[src/swarq_pkg.sv]
// Shared types and codes for the go-back-N sender window.
package swarq_pkg;

	// Operation selector carried with each input beat.
	typedef enum logic [2:0] {
		FN_ADD   = 3'd0,
		FN_FETCH = 3'd1,
		FN_ACK   = 3'd2,
		FN_NAK   = 3'd3,
		FN_CLEAR = 3'd4
	} func_t;

	// Result status codes.
	typedef enum logic [1:0] {
		ST_OK      = 2'd0,
		ST_FULL    = 2'd1,
		ST_NOTHING = 2'd2,
		ST_DROPPED = 2'd3
	} status_t;

	// Controller states.
	typedef enum logic {
		CS_IDLE = 1'b0,
		CS_EXEC = 1'b1
	} ctrl_state_t;

	// Commands from the controller to the datapath.
	typedef struct packed {
		logic load;    // capture the accepted input beat
		logic commit;  // execute the captured operation and load the result
	} ctrl_cmd_t;

	localparam int unsigned InDataW  = 16;
	localparam int unsigned InUserW  = 3;
	localparam int unsigned OutDataW = 16;
	localparam int unsigned OutUserW = 3;

endpackage

[src/swarq_ram.sv]
// Generic single write port, single read port RAM with registered read data.
module swarq_ram #(
	parameter int unsigned WIDTH = 8,
	parameter int unsigned DEPTH = 8
) (
	input  logic                                      clk,
	input  logic                                      we,
	input  logic [((DEPTH > 1) ? $clog2(DEPTH) : 1)-1:0] waddr,
	input  logic [WIDTH-1:0]                          wdata,
	input  logic [((DEPTH > 1) ? $clog2(DEPTH) : 1)-1:0] raddr,
	output logic [WIDTH-1:0]                          rdata
);
	logic [WIDTH-1:0] mem_q [DEPTH];
	logic [WIDTH-1:0] rdata_q;

	always_ff @(posedge clk) begin
		if (we) begin
			mem_q[waddr] <= wdata;
		end
		rdata_q <= mem_q[raddr];
	end

	assign rdata = rdata_q;
endmodule

[src/swarq_ctrl.sv]
// Controller state machine: input and output handshakes and datapath sequencing.
module swarq_ctrl (
	input  logic                 clk,
	input  logic                 arst_n,
	input  logic                 in_valid,
	output logic                 in_ready,
	output logic                 out_valid,
	input  logic                 out_ready,
	output swarq_pkg::ctrl_cmd_t cmd
);
	import swarq_pkg::*;

	ctrl_state_t state_q, state_d;
	logic        out_valid_q, out_valid_d;
	logic        out_free;

	always_ff @(posedge clk or negedge arst_n) begin
		if (!arst_n) begin
			state_q     <= CS_IDLE;
			out_valid_q <= 1'b0;
		end else begin
			state_q     <= state_d;
			out_valid_q <= out_valid_d;
		end
	end

	always_comb begin
		out_free    = !out_valid_q || out_ready;
		state_d     = state_q;
		in_ready    = 1'b0;
		cmd         = '0;
		out_valid_d = out_valid_q && !out_ready;
		case (state_q)
			CS_IDLE: begin
				in_ready = 1'b1;
				if (in_valid) begin
					cmd.load = 1'b1;
					state_d  = CS_EXEC;
				end
			end
			CS_EXEC: begin
				// The result may only be committed once the output register is free.
				if (out_free) begin
					cmd.commit  = 1'b1;
					out_valid_d = 1'b1;
					state_d     = CS_IDLE;
				end
			end
			default: begin
				state_d = CS_IDLE;
			end
		endcase
	end

	assign out_valid = out_valid_q;
endmodule

[src/swarq_dpath.sv]
// Datapath: window pointers, flags, character store and result register.
module swarq_dpath #(
	parameter int unsigned WINDOW = 8
) (
	input  logic                              clk,
	input  logic                              arst_n,
	input  swarq_pkg::ctrl_cmd_t              cmd,
	input  logic [swarq_pkg::InDataW-1:0]     in_data,
	input  logic [swarq_pkg::InUserW-1:0]     in_user,
	output logic [swarq_pkg::OutDataW-1:0]    out_data,
	output logic [swarq_pkg::OutUserW-1:0]    out_user
);
	import swarq_pkg::*;

	localparam int unsigned PW = (WINDOW > 1) ? $clog2(WINDOW) : 1;
	localparam int unsigned CW = (PW > 3) ? PW : 3;
	localparam logic [PW-1:0] LastPtr = PW'(WINDOW - 1);

	// Captured input beat.
	func_t      func_q;
	logic [7:0] char_q;
	logic [2:0] num_q;

	// Window state.
	logic [PW-1:0]     wr_ptr_q, snd_ptr_q, ack_ptr_q;
	logic [PW-1:0]     wr_ptr_d, snd_ptr_d, ack_ptr_d;
	logic              full_q, empty_q, full_d, empty_d;
	logic [WINDOW-1:0] vld_q, vld_d;

	// Result register.
	status_t    status_q, status_d;
	logic       fvalid_q, fvalid_d;
	logic [7:0] fchar_q, fchar_d;
	logic [2:0] snum_q, snum_d, anum_q, anum_d;

	logic [7:0]    rd_data;
	logic          ram_we;
	logic [PW-1:0] wr_next, wr_next2, snd_next, ack_next;
	logic [CW-1:0] num_w, snd_w, ack_w;

	function automatic logic [PW-1:0] ring_next(input logic [PW-1:0] p);
		ring_next = (p == LastPtr) ? '0 : p + PW'(1);
	endfunction

	swarq_ram #(
		.WIDTH (8),
		.DEPTH (WINDOW)
	) u_store (
		.clk   (clk),
		.we    (ram_we),
		.waddr (wr_ptr_q),
		.wdata (char_q),
		.raddr (snd_ptr_q),
		.rdata (rd_data)
	);

	always_ff @(posedge clk) begin
		if (cmd.load) begin
			func_q <= func_t'(in_user[2:0]);
			char_q <= in_data[7:0];
			num_q  <= in_data[10:8];
		end
		if (cmd.commit) begin
			status_q <= status_d;
			fvalid_q <= fvalid_d;
			fchar_q  <= fchar_d;
			snum_q   <= snum_d;
			anum_q   <= anum_d;
		end
	end

	always_ff @(posedge clk or negedge arst_n) begin
		if (!arst_n) begin
			wr_ptr_q  <= '0;
			snd_ptr_q <= '0;
			ack_ptr_q <= '0;
			full_q    <= 1'b0;
			empty_q   <= 1'b1;
			vld_q     <= '0;
		end else if (cmd.commit) begin
			wr_ptr_q  <= wr_ptr_d;
			snd_ptr_q <= snd_ptr_d;
			ack_ptr_q <= ack_ptr_d;
			full_q    <= full_d;
			empty_q   <= empty_d;
			vld_q     <= vld_d;
		end
	end

	always_comb begin
		wr_next  = ring_next(wr_ptr_q);
		wr_next2 = ring_next(wr_next);
		snd_next = ring_next(snd_ptr_q);
		ack_next = ring_next(ack_ptr_q);
		num_w    = CW'(num_q);
		snd_w    = CW'(snd_ptr_q);
		ack_w    = CW'(ack_ptr_q);

		wr_ptr_d  = wr_ptr_q;
		snd_ptr_d = snd_ptr_q;
		ack_ptr_d = ack_ptr_q;
		full_d    = full_q;
		empty_d   = empty_q;
		vld_d     = vld_q;
		status_d  = ST_OK;
		fvalid_d  = 1'b0;
		fchar_d   = '0;
		snum_d    = '0;
		anum_d    = '0;
		ram_we    = 1'b0;

		case (func_q)
			FN_ADD: begin
				if (full_q) begin
					status_d = ST_FULL;
				end else begin
					ram_we           = cmd.commit;
					vld_d[wr_ptr_q]  = 1'b1;
					wr_ptr_d         = wr_next;
					if (wr_next2 == ack_ptr_q) begin
						full_d = 1'b1;
					end
					empty_d = 1'b0;
				end
			end
			FN_FETCH: begin
				if (empty_q) begin
					status_d = ST_NOTHING;
				end else begin
					// Entries never written since reset or clear read as zero.
					fvalid_d  = 1'b1;
					fchar_d   = vld_q[snd_ptr_q] ? rd_data : 8'd0;
					snum_d    = snd_w[2:0];
					anum_d    = ack_w[2:0];
					snd_ptr_d = snd_next;
					if (snd_next == wr_ptr_q) begin
						empty_d = 1'b1;
					end
				end
			end
			FN_ACK: begin
				if (num_w == ack_w) begin
					ack_ptr_d = ack_next;
					full_d    = 1'b0;
				end else begin
					status_d = ST_DROPPED;
				end
			end
			FN_NAK: begin
				if (32'(num_q) < 32'(WINDOW)) begin
					snd_ptr_d = num_w[PW-1:0];
					empty_d   = (num_w[PW-1:0] == wr_ptr_q);
				end else begin
					status_d = ST_DROPPED;
				end
			end
			FN_CLEAR: begin
				wr_ptr_d  = '0;
				snd_ptr_d = '0;
				ack_ptr_d = '0;
				full_d    = 1'b0;
				empty_d   = 1'b1;
				vld_d     = '0;
			end
			default: begin
			end
		endcase
	end

	assign out_data = {empty_q, full_q, anum_q, snum_q, fchar_q};
	assign out_user = {fvalid_q, status_q};
endmodule

[src/sliding_window_arq_sender_core.sv]
// Top level of the go-back-N ARQ sender window.
//
// This block keeps the sender side of a go-back-N link: a ring of WINDOW
// character slots with a write pointer, a next-to-send pointer and an
// oldest-unacknowledged pointer. Each input beat carries one operation in
// s_tuser (add a character, fetch the next frame, ACK, NAK or clear) and
// produces exactly one result beat on the master side, in order. Each beat is
// accepted in the idle state and then executed in the execute state, because the
// character store is a RAM with a registered read port that is addressed by the
// send pointer. The result sits in an output register, so the next beat is
// accepted while the previous result still waits; execution stalls only while
// that register is still occupied. The full flag is set when the write pointer
// plus one meets the ack pointer, so the window holds WINDOW-1 unsent or
// unacknowledged characters at most. Sequence numbers on the bus are three bits
// wide; for a window above eight slots the reported numbers are the low three
// bits of the pointers. A clear operation returns the window to its reset state
// at once, with store entries tracked by per-slot valid bits so that a slot not
// written since reset or clear reads as zero.
module sliding_window_arq_sender_core #(
	parameter int unsigned WINDOW = 8
) (
	input  logic                              clk,
	input  logic                              arst_n,
	input  logic                              s_tvalid,
	output logic                              s_tready,
	// [7:0] data_char, [10:8] ack_number, [15:11] zero
	input  logic [swarq_pkg::InDataW-1:0]     s_tdata,
	// [2:0] func
	input  logic [swarq_pkg::InUserW-1:0]     s_tuser,
	output logic                              m_tvalid,
	input  logic                              m_tready,
	// [7:0] frame_char, [10:8] send_number, [13:11] acked_number,
	// [14] window_full, [15] send_empty
	output logic [swarq_pkg::OutDataW-1:0]    m_tdata,
	// [1:0] status, [2] frame_valid
	output logic [swarq_pkg::OutUserW-1:0]    m_tuser
);
	import swarq_pkg::*;

	ctrl_cmd_t cmd;

	// Sequencing of beats through accept and execute.
	swarq_ctrl u_ctrl (
		.clk       (clk),
		.arst_n    (arst_n),
		.in_valid  (s_tvalid),
		.in_ready  (s_tready),
		.out_valid (m_tvalid),
		.out_ready (m_tready),
		.cmd       (cmd)
	);

	// Pointers, flags, character store and the result register.
	swarq_dpath #(
		.WINDOW (WINDOW)
	) u_dpath (
		.clk      (clk),
		.arst_n   (arst_n),
		.cmd      (cmd),
		.in_data  (s_tdata),
		.in_user  (s_tuser),
		.out_data (m_tdata),
		.out_user (m_tuser)
	);
endmodule

[config.mk]
export PLATFORM = sky130hd
export DESIGN_NAME = sliding_window_arq_sender_core
export DESIGN_NICKNAME = d
export VERILOG_FILES = /design/src/swarq_pkg.sv /design/src/swarq_ram.sv /design/src/swarq_ctrl.sv /design/src/swarq_dpath.sv /design/src/sliding_window_arq_sender_core.sv
export SDC_FILE = /design/constraint.sdc
export NUM_CORES = 1
export LEC_CHECK = 0
export BUFFER_PORTS_ARGS = -buffer_cell sky130_fd_sc_hd__buf_2
export CAP_MARGIN = 20
export CORE_MARGIN = 3
export CORE_UTILIZATION = 40
export DETAILED_ROUTE_END_ITERATION = 10
export GPL_TIMING_DRIVEN = 0
export HOLD_SLACK_MARGIN = 0.1
export MAX_ROUTING_LAYER = met4
export PLACE_DENSITY = 0.67
export SLEW_MARGIN = 40
export SYNTH_ARGS = -nofsm -noshare
export SYNTH_HDL_FRONTEND = slang
export SYNTH_SLANG_ARGS = --single-unit
[constraint.sdc]
create_clock -name clk -period 4.7 [get_ports clk]
set_clock_uncertainty 0.05 [all_clocks]
set_input_delay 1.41 -clock clk [delete_from_list [all_inputs] [get_ports clk]]
set_output_delay 1.41 -clock clk [all_outputs]
set_load 0.01 [all_outputs]
# Yosys cells after proc, flatten, opt, wreduce, memory -nomap -nowiden
# Memory sizes are Yosys's and may differ from the RTL's. A register that Yosys moved wholly into a read port is not among the register bits.
# Index checks and enable logic that the tools add are counted.
[totals] regBits=52 ram_bits=64 inputBits=23 output_inout_bits=21 wordCells=103 memories=1
[classes] n_addsub=4 magnitude_cmp=3 n_eq_ne=15 muxes=42 bitwise_logic=4 n_reduce_logical=18
[memory_table] name="u_dpath.u_store.mem_q" words=8 width=8 read_ports=1 rd_ports_with_merged_regs=1 write_ports=1 line="swarq_ram.sv:13" rtl="logic [WIDTH-1:0] mem_q [DEPTH];"
[ops] operator="$mux W1" n=22
[ops] operator="$mux W3" n=7
[ops] operator="$pmux W8 S2" n=1
[ops] operator="$eq A3 B3 Y1 const B" n=5
[ops] operator="$reduce_and A3 Y1" n=5
[ops] operator="$add A3 B1 Y3 const B" n=4
[ops] operator="$eq A3 B3 Y1" n=4
[ops] operator="$pmux W3 S2" n=2
[ops] operator="$pmux W3 S3" n=1
[ops] operator="$lt A3 B4 Y1 const B" n=2
[ops] operator="$mux W8" n=1
[ops] operator="$or A8 B8 Y8" n=1
[ops] operator="$eq A3 B2 Y1 const B" n=2
[ops] operator="$pmux W2 S3" n=1
[ops] operator="$reduce_bool A3 Y1" n=2
[ops] operator="$mux W2" n=2
[ops] operator="$ne A2 B2 Y1 const B" n=2
[ops] operator="$pmux W1 S4" n=1
[ops] operator="$reduce_bool A2 Y1" n=2
[ops] operator="$reduce_bool A4 Y1" n=1
[ops] operator="$bmux W1 S3" n=1
[ops] operator="$demux W1 S3" n=1
[ops] operator="$eq A3 B1 Y1 const B" n=1
[ops] operator="$ge A3 B1 Y1 const B" n=1
[ops] operator="other kinds (10)" n=14

# Longest topological paths before layout
# Gate-level depths: netlist of the first run.
[depth] word_depth=8 ltp_mapped=8

# By module
# A second synthesis of the first run with hierarchy kept.
[hier_totals] hier_cells=302 hier_area_um2=5101.1
[modules_own_cells] mod="swarq_ram" instances=1 cells_per_inst=114 area_per_inst_um2=2691.3
[modules_own_cells] mod="swarq_dpath" instances=1 cells_per_inst=180 area_per_inst_um2=2316.0
[modules_own_cells] mod="swarq_ctrl" instances=1 cells_per_inst=8 area_per_inst_um2=93.8

# Worst setup path after synthesis of the first run
# OpenSTA, ideal clock, no wires.
[synth_path] path_kind="input to register" startpoint="input port m_tready" endpoint="memory u_dpath.u_store.mem_q[1][0] (enable)" arrival_time_ps=3075 t_required_ps=4267 path_slack_ps=1191 stages=5 n_path_buf=0 path_cell_list="nand2b_1 -> nand2_1 -> inv_1 -> nand3_1 -> nor3_1"
[synth_rtl] element="start, declared" line="sliding_window_arq_sender_core.sv:31" rtl="input logic m_tready,"
[synth_rtl] element="end, declared" line="swarq_ram.sv:13"

==> summary.md, run 1 <==
| Metric | Value |
|---|---|
| Status | `completed` |
| Drt drc | `0` |
| Final ANT Viol Nets | `0` |
| Pwr/cell area | `626.6 nW/um^2` |
| Post-DP Area | `5525 um^2` |
| DPL Wire Length | `5.940 mm` |
| Warnings from Yosys | `0` |
| Arr. time, crit path | `3.72 ns` |
| # IOs | `44` |
| Worst slew margin | `0.4625` |
| Synth Instances | `303` |
| CTS max path bufs | `2` |
| Largest family of logic cells by synthesized area | `multiplexers` |
| Hold Crit Class | `reg -> reg` |
| Area of the die | `14,150 um^2` |
| Num Clock Sinks | `124` |
| Worst path required time | `4.69 ns` |
| CTS resizes | `0` |
| Synth Area in Compound Gates | `0.04095` |
| Seq/Total Area, Yosys | `0.6937` |
| Commonest non-fill, non-tap cell in the layout | `edfxtp_1` |
| RD Place Congestion | `0.9019` |
| Flops & latches, synth | `124` |
| Syn_area_per_cell | `16.84 um^2` |
| Setup bufs post-CTS | `0` |
| Slew @ Worst Pin | `0.8033 ns` |
| Worst-path fanout max | `21` |
| Largest net degree at the start of global routing | `22` |
| Syn nets | `334` |
| Commonest non-fill, non-tap cells in the layout | `edfxtp_1 (95), buf_2 (46), nor2_1 (24)` |
| # fillers | `1,009` |
| GRT Util Overall | `0.1417` |
| Synth Cell Area | `5102 um^2` |
| Cell variety after synth | `50` |
| Num CTS Buffers | `17` |
| Final wirelength | `9.012 mm` |
| Worst Setup End Kind | `register` |
| Max cap viols | `0` |
| Overall die width | `118.9 um` |
| Setup TNS | `0 ns` |
| Core area | `12,260 um^2` |
| RSZ-0062 raised after global routing | `no` |
| Share of cells above drive strength 1 | `0.3003` |
| CTS tree | `yes` |
| Simple-gate share of the synthesized area | `0.07700` |
| Initial Util | `0.4161` |
| Final Util | `0.5014` |
| Final Instance Area | `6148 um^2` |
| Worst-Skew Late Latency | `0.41 ns` |
| Global route overflow | `0` |
| Post-Synth Adder-Cell Area | `0.01962` |
| Period utilization | `0.7936` |
| Initial DRC count | `152` |
| Final hold viol count | `0` |
| Layout Cells excl Fill | `541` |
| XOR/XNOR share of the synthesized area | `0.02060` |
| Worst ir drop on vdd | `0.2845 mV` |
| FF+latch area | `3540 um^2` |
| Main synth FF type | `edfxtp_1` |
| Slew Limit Fails | `0` |
| Post-synthesis mux area share | `0.1209` |
| Min cycle time layout | `3.730 ns` |
| Diode count | `0` |
| Multi-input logic area | `1451 um^2` |
| Fraction of registers with async set/reset | `0.1694` |
| Initial antenna violation count | `0` |
| Worst Setup Start Kind | `input port` |
| Leak | `2.350 nW` |
| Layout area overhead | `20.50%` |
| Post-synth EDFFs | `95` |
| Port buffer count | `38` |
| Final setup violation count | `0` |
| WL per Instance | `16.66 um` |
| Global-route wire length before repair | `14.66 mm` |
| Die Y | `118.9 um` |
| Clock root buffer | `clkbuf_16` |
| TritonRoute pass-1 iters | `4` |
| Vias per inst | `5.004` |
| Cts-stage hold buffer count | `0` |
| H-tree Lvls | `4` |
| Final Total Pwr | `0.003853 W` |
| Vias in the first global route | `2,775` |
| Num rows | `40` |
| Cells after DPL | `509` |
| Fin nets | `391` |
| Fmax | `268.1 MHz` |
| Vias after detailed routing | `2,707` |
| Worst Setup Path Type | `in -> reg` |
| Reg clk slew, reported paths | `0.05 ns` |
-- synth_stat cells (2+ instances only) --
cell	number	share of area
a21oi_1	4	0.0039
a22o_1	5	0.0086
a31oi_1	6	0.0074
a41oi_1	3	0.0052
and2_1	12	0.015
and3_1	2	0.0025
buf_2	8	0.0078
buf_4	3	0.0044
clkbuf_1	2	0.0015
dfrtp_1	20	0.098
dfxtp_1	8	0.031
edfxtp_1	95	0.56
ha_1	8	0.020
inv_1	10	0.0074
mux2_2	4	0.0088
mux2_4	7	0.021
mux2i_1	2	0.0039
mux4_1	11	0.057
mux4_2	7	0.031
nand2_1	10	0.0074
nand2b_1	3	0.0037
nand3_1	2	0.0020
nor2_1	24	0.018
nor2b_1	2	0.0025
nor3_1	5	0.0049
nor3b_1	2	0.0029
nor4_1	3	0.0037
o21ai_0	3	0.0029
xnor2_1	8	0.014
xor2_1	4	0.0069
-- per-stage QoR --
step           setup slack, ns  hold WS, ns
3_5_place_dp            0.5129       0.4367
6_report                0.9701       0.4478
2_1_floorplan            1.191       0.4044
5_1_grt                 0.7374       0.4629
3_3_place_gp            0.1715       0.4180
4_1_cts                 0.9347       0.4496
-- area by class of cell --
type | instances | share of cell area
timing repair buffer | 38 | 0.03093
tap | 168 | 0.03419
sequential | 124 | 0.5757
multi-input combinational | 154 | 0.2361
clock inverter | 12 | 0.02625
inverter | 10 | 0.006105
buffer | 15 | 0.01648
clock buffer | 20 | 0.07428
-- cells by family (layout without fill, tap and decap cells) --
kind of cell / after synthesis / count (layout)
and+or+nand+nor: 74 / 74
muxes: 31 / 31
buffers and inverters: 25 / 95
adders and majority gates: 8 / 8
AOI/OAI and AO/OA: 29 / 29
xor gates and xnor gates: 12 / 12
DFF: 124 / 124
-- routing by layer --
metal  global-route usage  share of wire  vias to the layer above
met5                    -              0                        -
met4              0.06300          0.021                        0
met3              0.04368          0.056                       18
met2               0.2128           0.48                       76
met1               0.1782           0.44                     1336
li1                     -              -                     1277
-- critical path, stage by stage --
cell and delay [ns]:
buf_2 0.07, nand2b_1 0.24, nand2_1 0.23, inv_1 0.65, nand3_1 0.42, nor3_2 0.70
-- path summary, 6_finish.rpt --
path | start | endpoint | cells after the start | slack [ns]
setup / recovery | m_tready | u_dpath.u_store.mem_q[4][5] | 6 | 0.97
min in group asynchronous | arst_n | u_ctrl.out_valid | 1 | 0.92
hold reg to reg | u_dpath.u_store.rdata[5] | u_dpath.fchar_q[5] | 1 | 0.45
hold / removal | u_dpath.u_store.rdata[5] | u_dpath.fchar_q[5] | 1 | 0.45
max in group asynchronous | arst_n | u_dpath.empty_q | 1 | 3.32
setup reg to reg | u_ctrl.out_valid | u_dpath.u_store.mem_q[4][5] | 5 | 1.69
-- state kept, by name (all words and copies together) (netlist names) --
name,count
u_ctrl.out_valid,1
u_ctrl.state_q,1
u_dpath.ack_ptr_q,3
u_dpath.anum_q,3
u_dpath.char_q,8
u_dpath.empty_q,1
u_dpath.fchar_q,8
u_dpath.full_q,1
u_dpath.func_q,3
u_dpath.fvalid_q,1
u_dpath.num_q,3
u_dpath.snd_ptr_q,3
u_dpath.snum_q,3
u_dpath.status_q,2
u_dpath.u_store.mem_q,64
u_dpath.u_store.rdata,8
u_dpath.vld_q,8
u_dpath.wr_ptr_q,3
-- power breakdown --
part	internal, W	switching [W]
clock	0.000866	0.000476
sequential	0.00142	0.000135
combinational	0.000461	0.000492
No activity file was read; power rests on OpenSTA's default activity.
==> run 2: changes to the inputs <==
- PLACE_DENSITY: 0.67 -> 0.69
- clock period: 4.7 -> 3.4 ns (I/O delays scaled with it)
==> summary.md, run 2 (same netlist as run 1, synthesis figures left out) <==
| Metric | Value |
|---|---|
| Period utilization | `0.8878` |
| Worst slew margin | `0.4575 (-0.004919)` |
| Slew Limit Fails | `0 (unchanged)` |
| Worst path required time | `3.39 ns (-1.30 ns)` |
| CTS resizes | `1 (+1)` |
| Cts-stage hold buffer count | `0 (unchanged)` |
| RD Place Congestion | `0.8882 (-1.5%)` |
| Largest net degree at the start of global routing | `22 (unchanged)` |
| RSZ-0062 raised after global routing | `no` |
| DPL Wire Length | `5.942 mm (about the same)` |
| Arr. time, crit path | `3.00 ns (-0.72 ns)` |
| Fmax | `331.3 MHz` |
| Layout Cells excl Fill | `541 (unchanged)` |
| Number of flip-flops under the largest register name | `64 (unchanged)` |
| Final setup violation count | `0 (unchanged)` |
| Leak | `2.347 nW (-0.12%)` |
| Clock power share | `0.346 (-0.002)` |
| TritonRoute pass-1 iters | `5 (+1)` |
| Global route overflow | `0 (unchanged)` |
| CTS max path bufs | `2 (unchanged)` |
| Worst Setup Start Kind | `input port` |
| Worst ir drop on vdd | `0.3554 mV (+25%)` |
| Final hold viol count | `0 (unchanged)` |
| Slew @ Worst Pin | `0.8107 ns (+0.007351 ns)` |
| Vias per inst | `5.055 (+1.0%)` |
| Vias in the first global route | `2,709 (-2.4%)` |
| Area of the die | `14,150 um^2 (unchanged)` |
| Die Y | `118.9 um (unchanged)` |
| Worst Setup Path Type | `in -> reg` |
| Core area | `12,260 um^2 (unchanged)` |
| Status | `completed` |
| Max cap viols | `0 (unchanged)` |
| Worst Setup End Kind | `register` |
| Min cycle time layout | `3.019 ns` |
| Commonest non-fill, non-tap cell in the layout | `edfxtp_1` |
| WL per Instance | `16.74 um (+0.47%)` |
| Num Clock Sinks | `124 (unchanged)` |
| Worst-path fanout max | `21 (unchanged)` |
| GRT Util Overall | `0.1408 (-0.0009533)` |
| Sw Share | `0.2881 (+0.001767)` |
| Initial DRC count | `153 (+0.66%)` |
| Reg power frac | `0.405 (about the same)` |
| Switching power | `0.001529 W (+39%)` |
| Reg clk slew, reported paths | `0.06 ns (about the same)` |
| Overall die width | `118.9 um (unchanged)` |
| P_int | `0.003779 W (+37%)` |
| Setup bufs post-CTS | `0 (unchanged)` |
| Num CTS Buffers | `17 (unchanged)` |
| Hold WS | `0.4500 ns (+0.002212 ns)` |
| Layout area overhead | `20.55% (about the same)` |
| CTS tree | `yes` |
| Fin nets | `391 (unchanged)` |
| Worst-Skew Late Latency | `0.41 ns (about the same)` |
| Hold Crit Class | `reg -> reg` |
| Num rows | `40 (unchanged)` |
| Final ANT Viol Nets | `0 (unchanged)` |
| Top reg by flops | `u_dpath.u_store.mem_q` |
| H-tree Lvls | `4 (unchanged)` |
| Vias after detailed routing | `2,735 (+1.0%)` |
| Global-route wire length before repair | `14.63 mm (-0.14%)` |
| Cells after DPL | `509 (unchanged)` |
| Initial antenna violation count | `0 (unchanged)` |
| Initial Util | `0.4161 (unchanged)` |
| Share of cells above drive strength 1 | `0.3029 (+0.002681)` |
| Drt drc | `0 (unchanged)` |
| Diode count | `0 (unchanged)` |
| Clock root buffer | `clkbuf_16` |
| Final wirelength | `9.054 mm (+0.47%)` |
| Pwr/cell area | `863.0 nW/um^2 (+38%)` |
| Combinational Power Share | `0.249 (+0.002)` |
| Commonest non-fill, non-tap cells in the layout | `edfxtp_1 (95), buf_2 (46), nor2_1 (24)` |
| # IOs | `44 (unchanged)` |
| Port buffer count | `38 (unchanged)` |
## run 2: changes by cell type in the layout (fill, tap and decap cells not counted)
cell      change
inv_6         -1
inv_1         -1
clkinv_2      +1
clkbuf_8      -1
nor3_4        +1
nor3_2        -1
clkinv_4      +2
## run 2: final cells by class
cell class | count | area (um^2)
Fill cell | 989 | 6111
Clock inverter | 13 | 167.7
Clock buffer | 19 | 442.9
Buffer | 15 | 101.3
Tap cell | 168 | 210.2
Sequential cell | 124 | 3540
Inverter | 10 | 41.29
Timing Repair Buffer | 38 | 190.2
Multi-Input combinational cell | 154 | 1458
## run 2: power groups by stage
| stage | logic (W) | clock network [W] | registers (W) |
|---|---|---|---|
| after floorplan | 0.000962 | 0 | 0.00215 |
| after global routing | 0.00146 | 0.00193 | 0.00218 |
| after detailed placement | 0.00132 | 0 | 0.00217 |
| after CTS | 0.00134 | 0.00186 | 0.00215 |
| final | 0.00132 | 0.00184 | 0.00215 |
| after global placement | 0.00128 | 0 | 0.00216 |
## run 2: path summary, 6_finish.rpt
path | start | endpoint | slack, ns | cells after the start
setup / recovery | m_tready | u_dpath.u_store.mem_q[6][6] | 0.38 | 6
min in group asynchronous | arst_n | u_ctrl.state_q | 0.53 | 1
hold / removal | u_dpath.vld_q[6] | u_dpath.vld_q[6] | 0.45 | 2
hold reg to reg | u_dpath.vld_q[6] | u_dpath.vld_q[6] | 0.45 | 2
max in group asynchronous | arst_n | u_dpath.empty_q | 2.40 | 1
setup reg to reg | u_ctrl.out_valid | u_dpath.u_store.mem_q[6][6] | 0.72 | 5
## run 2: critical path: stages
cell        delay (ns)
buf_2             0.07
nand2b_1          0.23
nand2_1           0.25
clkinvlp_4        0.42
nand3_1           0.36
nor3_2            0.64
## run 2: layer usage
layer	global-route usage	wire (um)	up-vias	share of wire
li1	-	-	1281	-
met1	0.1751	4042	1352	0.45
met2	0.2146	4422	94	0.49
met3	0.04036	484	8	0.053
met4	0.06517	105	0	0.012
met5	-	0	-	0
## run 2: through the flow
| step | TNS (ns) | worst slack, ns | area (um^2) | utilization | power (W) |
|---|---|---|---|---|---|
| finish | 0 | 0.3813 | 6151 | 0.5016 | 0.005308 |
| floorplan | 0 | 0.2812 | 5102 | - | 0.003114 |
| global route | 0 | 0.2111 | 6151 | 0.5016 | 0.005571 |
| detailed placement | -8.872 | -0.4398 | 5525 | 0.4506 | 0.003493 |
| CTS | 0 | 0.009336 | 6142 | 0.5009 | 0.005347 |
| global placement | -15.90 | -0.7436 | 5503 | 0.4488 | 0.003442 |
==> run 3: changes to the inputs <==
- BUFFER_PORTS_ARGS: -buffer_cell sky130_fd_sc_hd__buf_2 -> default
- DONT_BUFFER_PORTS: default -> 1
- PLACE_DENSITY: 0.69 -> 0.66
==> summary.md, run 3 (same netlist as run 1, synthesis figures left out) <==
| Metric | Value |
|---|---|
| Launch point of the worst reg-to-reg path | `u_ctrl.out_valid` |
| TritonRoute pass-1 iters | `4 (-1)` |
| Pwr/cell area | `869.5 nW/um^2 (+0.75%)` |
| Num Clock Sinks | `124 (unchanged)` |
| RSZ-0062 raised after global routing | `yes` |
| Setup TNS | `0 ns (unchanged)` |
| Period utilization | `0.9472 (+0.05936)` |
| Cts-stage hold buffer count | `0 (unchanged)` |
| Largest net degree at the start of global routing | `22 (unchanged)` |
| Layout area overhead | `16.11%` |
| # IOs | `44 (unchanged)` |
| Status | `completed` |
| Final Instance Area | `5924 um^2 (-3.7%)` |
| Leak | `2.165 nW (-7.8%)` |
| Initial antenna violation count | `0 (unchanged)` |
| Reg clk slew, reported paths | `0.05 ns (about the same)` |
| Hold WS | `0.2613 ns (-0.1887 ns)` |
| Final hold viol count | `0 (unchanged)` |
| CTS tree | `yes` |
| Global-route wire length before repair | `14.72 mm (+0.57%)` |
| Vias in the first global route | `2,742 (+1.2%)` |
| Final ANT Viol Nets | `0 (unchanged)` |
| CTS max path bufs | `2 (unchanged)` |
| Num rows | `40 (unchanged)` |
| Worst path required time | `3.38 ns (about the same)` |
| Min cycle time layout | `3.221 ns (+0.2018 ns)` |
| Max cap viols | `0 (unchanged)` |
| Top reg by flops | `u_dpath.u_store.mem_q` |
| Initial Util | `0.4161 (unchanged)` |
| Port buffer count | `0 (-100%)` |
| R2R Path End | `u_dpath.u_store.mem_q[4][2]` |
| Arr. time, crit path | `3.20 ns (+0.20 ns)` |
| DPL Wire Length | `5.869 mm (-1.2%)` |
| Place WS | `-0.2968 ns (+0.1430 ns)` |
| Initial DRC count | `208 (+36%)` |
| Worst Setup Path Type | `in -> reg` |
| WL per Instance | `17.67 um (+5.6%)` |
| Final setup violation count | `0 (unchanged)` |
| CTS resizes | `0 (-1)` |
| Vias per inst | `5.097 (+0.83%)` |
| Slowest cell on the critical path | `nor3_2` |
| Min setup slack post-route | `0.1795 ns (-0.2018 ns)` |
| Slew Limit Fails | `0 (unchanged)` |
| Final wirelength | `8.886 mm (-1.9%)` |
| Worst slew margin | `0.4674 (+0.009869)` |
| Commonest non-fill, non-tap cells in the layout | `edfxtp_1 (95), nor2_1 (24), dfrtp_1 (20)` |
| Worst Setup End Kind | `register` |
| Global route overflow | `0 (unchanged)` |
| Final Util | `0.4832 (-0.01847)` |
| # fillers | `1,009 (+2.0%)` |
| Number of flip-flops under the largest register name | `64 (unchanged)` |
| Slew @ Worst Pin | `0.7960 ns (-0.01475 ns)` |
| Fin nets | `353 (-9.7%)` |
| Fmax | `310.5 MHz (-6.3%)` |
| Hold Crit Class | `in -> async` |
| Reg2reg setup slack | `0.37 ns (-0.35 ns)` |
| Die Y | `118.9 um (unchanged)` |
| Num CTS Buffers | `17 (unchanged)` |
| Commonest non-fill, non-tap cell in the layout | `edfxtp_1` |
| Worst-path cell chain | `nand2b_1 > nand2_1 > inv_1 > nand3_1 > nor3_2` |
| Area of the die | `14,150 um^2 (unchanged)` |
| Worst ir drop on vdd | `0.3425 mV (-3.6%)` |
| GRT Util Overall | `0.1427 (+0.001935)` |
| Setup bufs post-CTS | `0 (unchanged)` |
| Share of cells above drive strength 1 | `0.2090 (-0.09399)` |
| Worst-path fanout max | `21 (unchanged)` |
| H-tree Lvls | `4 (unchanged)` |
| Core area | `12,260 um^2 (unchanged)` |
| Diode count | `0 (unchanged)` |
| Clock root buffer | `clkbuf_16` |
| Post-DP Area | `5335 um^2 (-3.4%)` |
| Worst-Skew Late Latency | `0.40 ns (about the same)` |
| Overall die width | `118.9 um (unchanged)` |
| Crit path largest cell delay | `0.73 ns (+0.09 ns)` |
| Drt drc | `0 (unchanged)` |
| Vias after detailed routing | `2,564 (-6.3%)` |
| Reg2reg path depth | `5 (unchanged)` |
| Worst Setup Start Kind | `input port` |
| RD Place Congestion | `0.7989 (-10%)` |
-- run 3: worst max-delay path, delay by kind of cell --
| kind | cells | cell delay (ns) |
|---|---|---|
| AND/OR/NAND/NOR | 4 | 1.57 |
| buffers and inverters | 1 | 0.61 |
-- run 3: cell type report --
type / instances / area [um^2] / share of cell area
plain buffers: 15 / 101.3 / 0.01711
clock buffers: 20 / 436.7 / 0.07371
clock inverters: 12 / 147.6 / 0.02492
inverters: 10 / 37.54 / 0.006336
multi-input cells: 154 / 1451 / 0.2450
flip-flops and latches: 124 / 3540 / 0.5975
well taps: 168 / 210.2 / 0.03548
-- run 3: worst max-delay path by stage --
stage / to / startpoint / cells past startpoint
after floorplan: u_dpath.u_store.mem_q[1][0] / m_tready / 5
after global placement: u_dpath.u_store.mem_q[4][3] / m_tready / 5
after detailed placement: u_dpath.u_store.mem_q[1][7] / m_tready / 5
after CTS: u_dpath.u_store.mem_q[1][5] / m_tready / 5
after global routing: u_dpath.u_store.mem_q[1][3] / m_tready / 5
final: u_dpath.u_store.mem_q[4][2] / m_tready / 5
-- run 3: power by group --
part,internal [W],switching (W)
clock network,0.00114,0.000615
registers,0.00197,0.000226
logic,0.000577,0.000618
total,0.00369,0.00146
-- run 3: per-stage QoR --
stage	total power (W)	cells
2_1_floorplan	0.003114	303
3_3_place_gp	0.003380	471
3_5_place_dp	0.003424	471
4_1_cts	0.005203	503
5_1_grt	0.005437	503
6_report	0.005151	503
-- run 3: per-layer routing --
metal  part of all wire  global-route usage  vias up
met2               0.48              0.2117       63
met4              0.014             0.05576        0
met3              0.035             0.04938       12
met5                  0                   -        -
met1               0.47              0.1816     1292
li1                   -                   -     1197
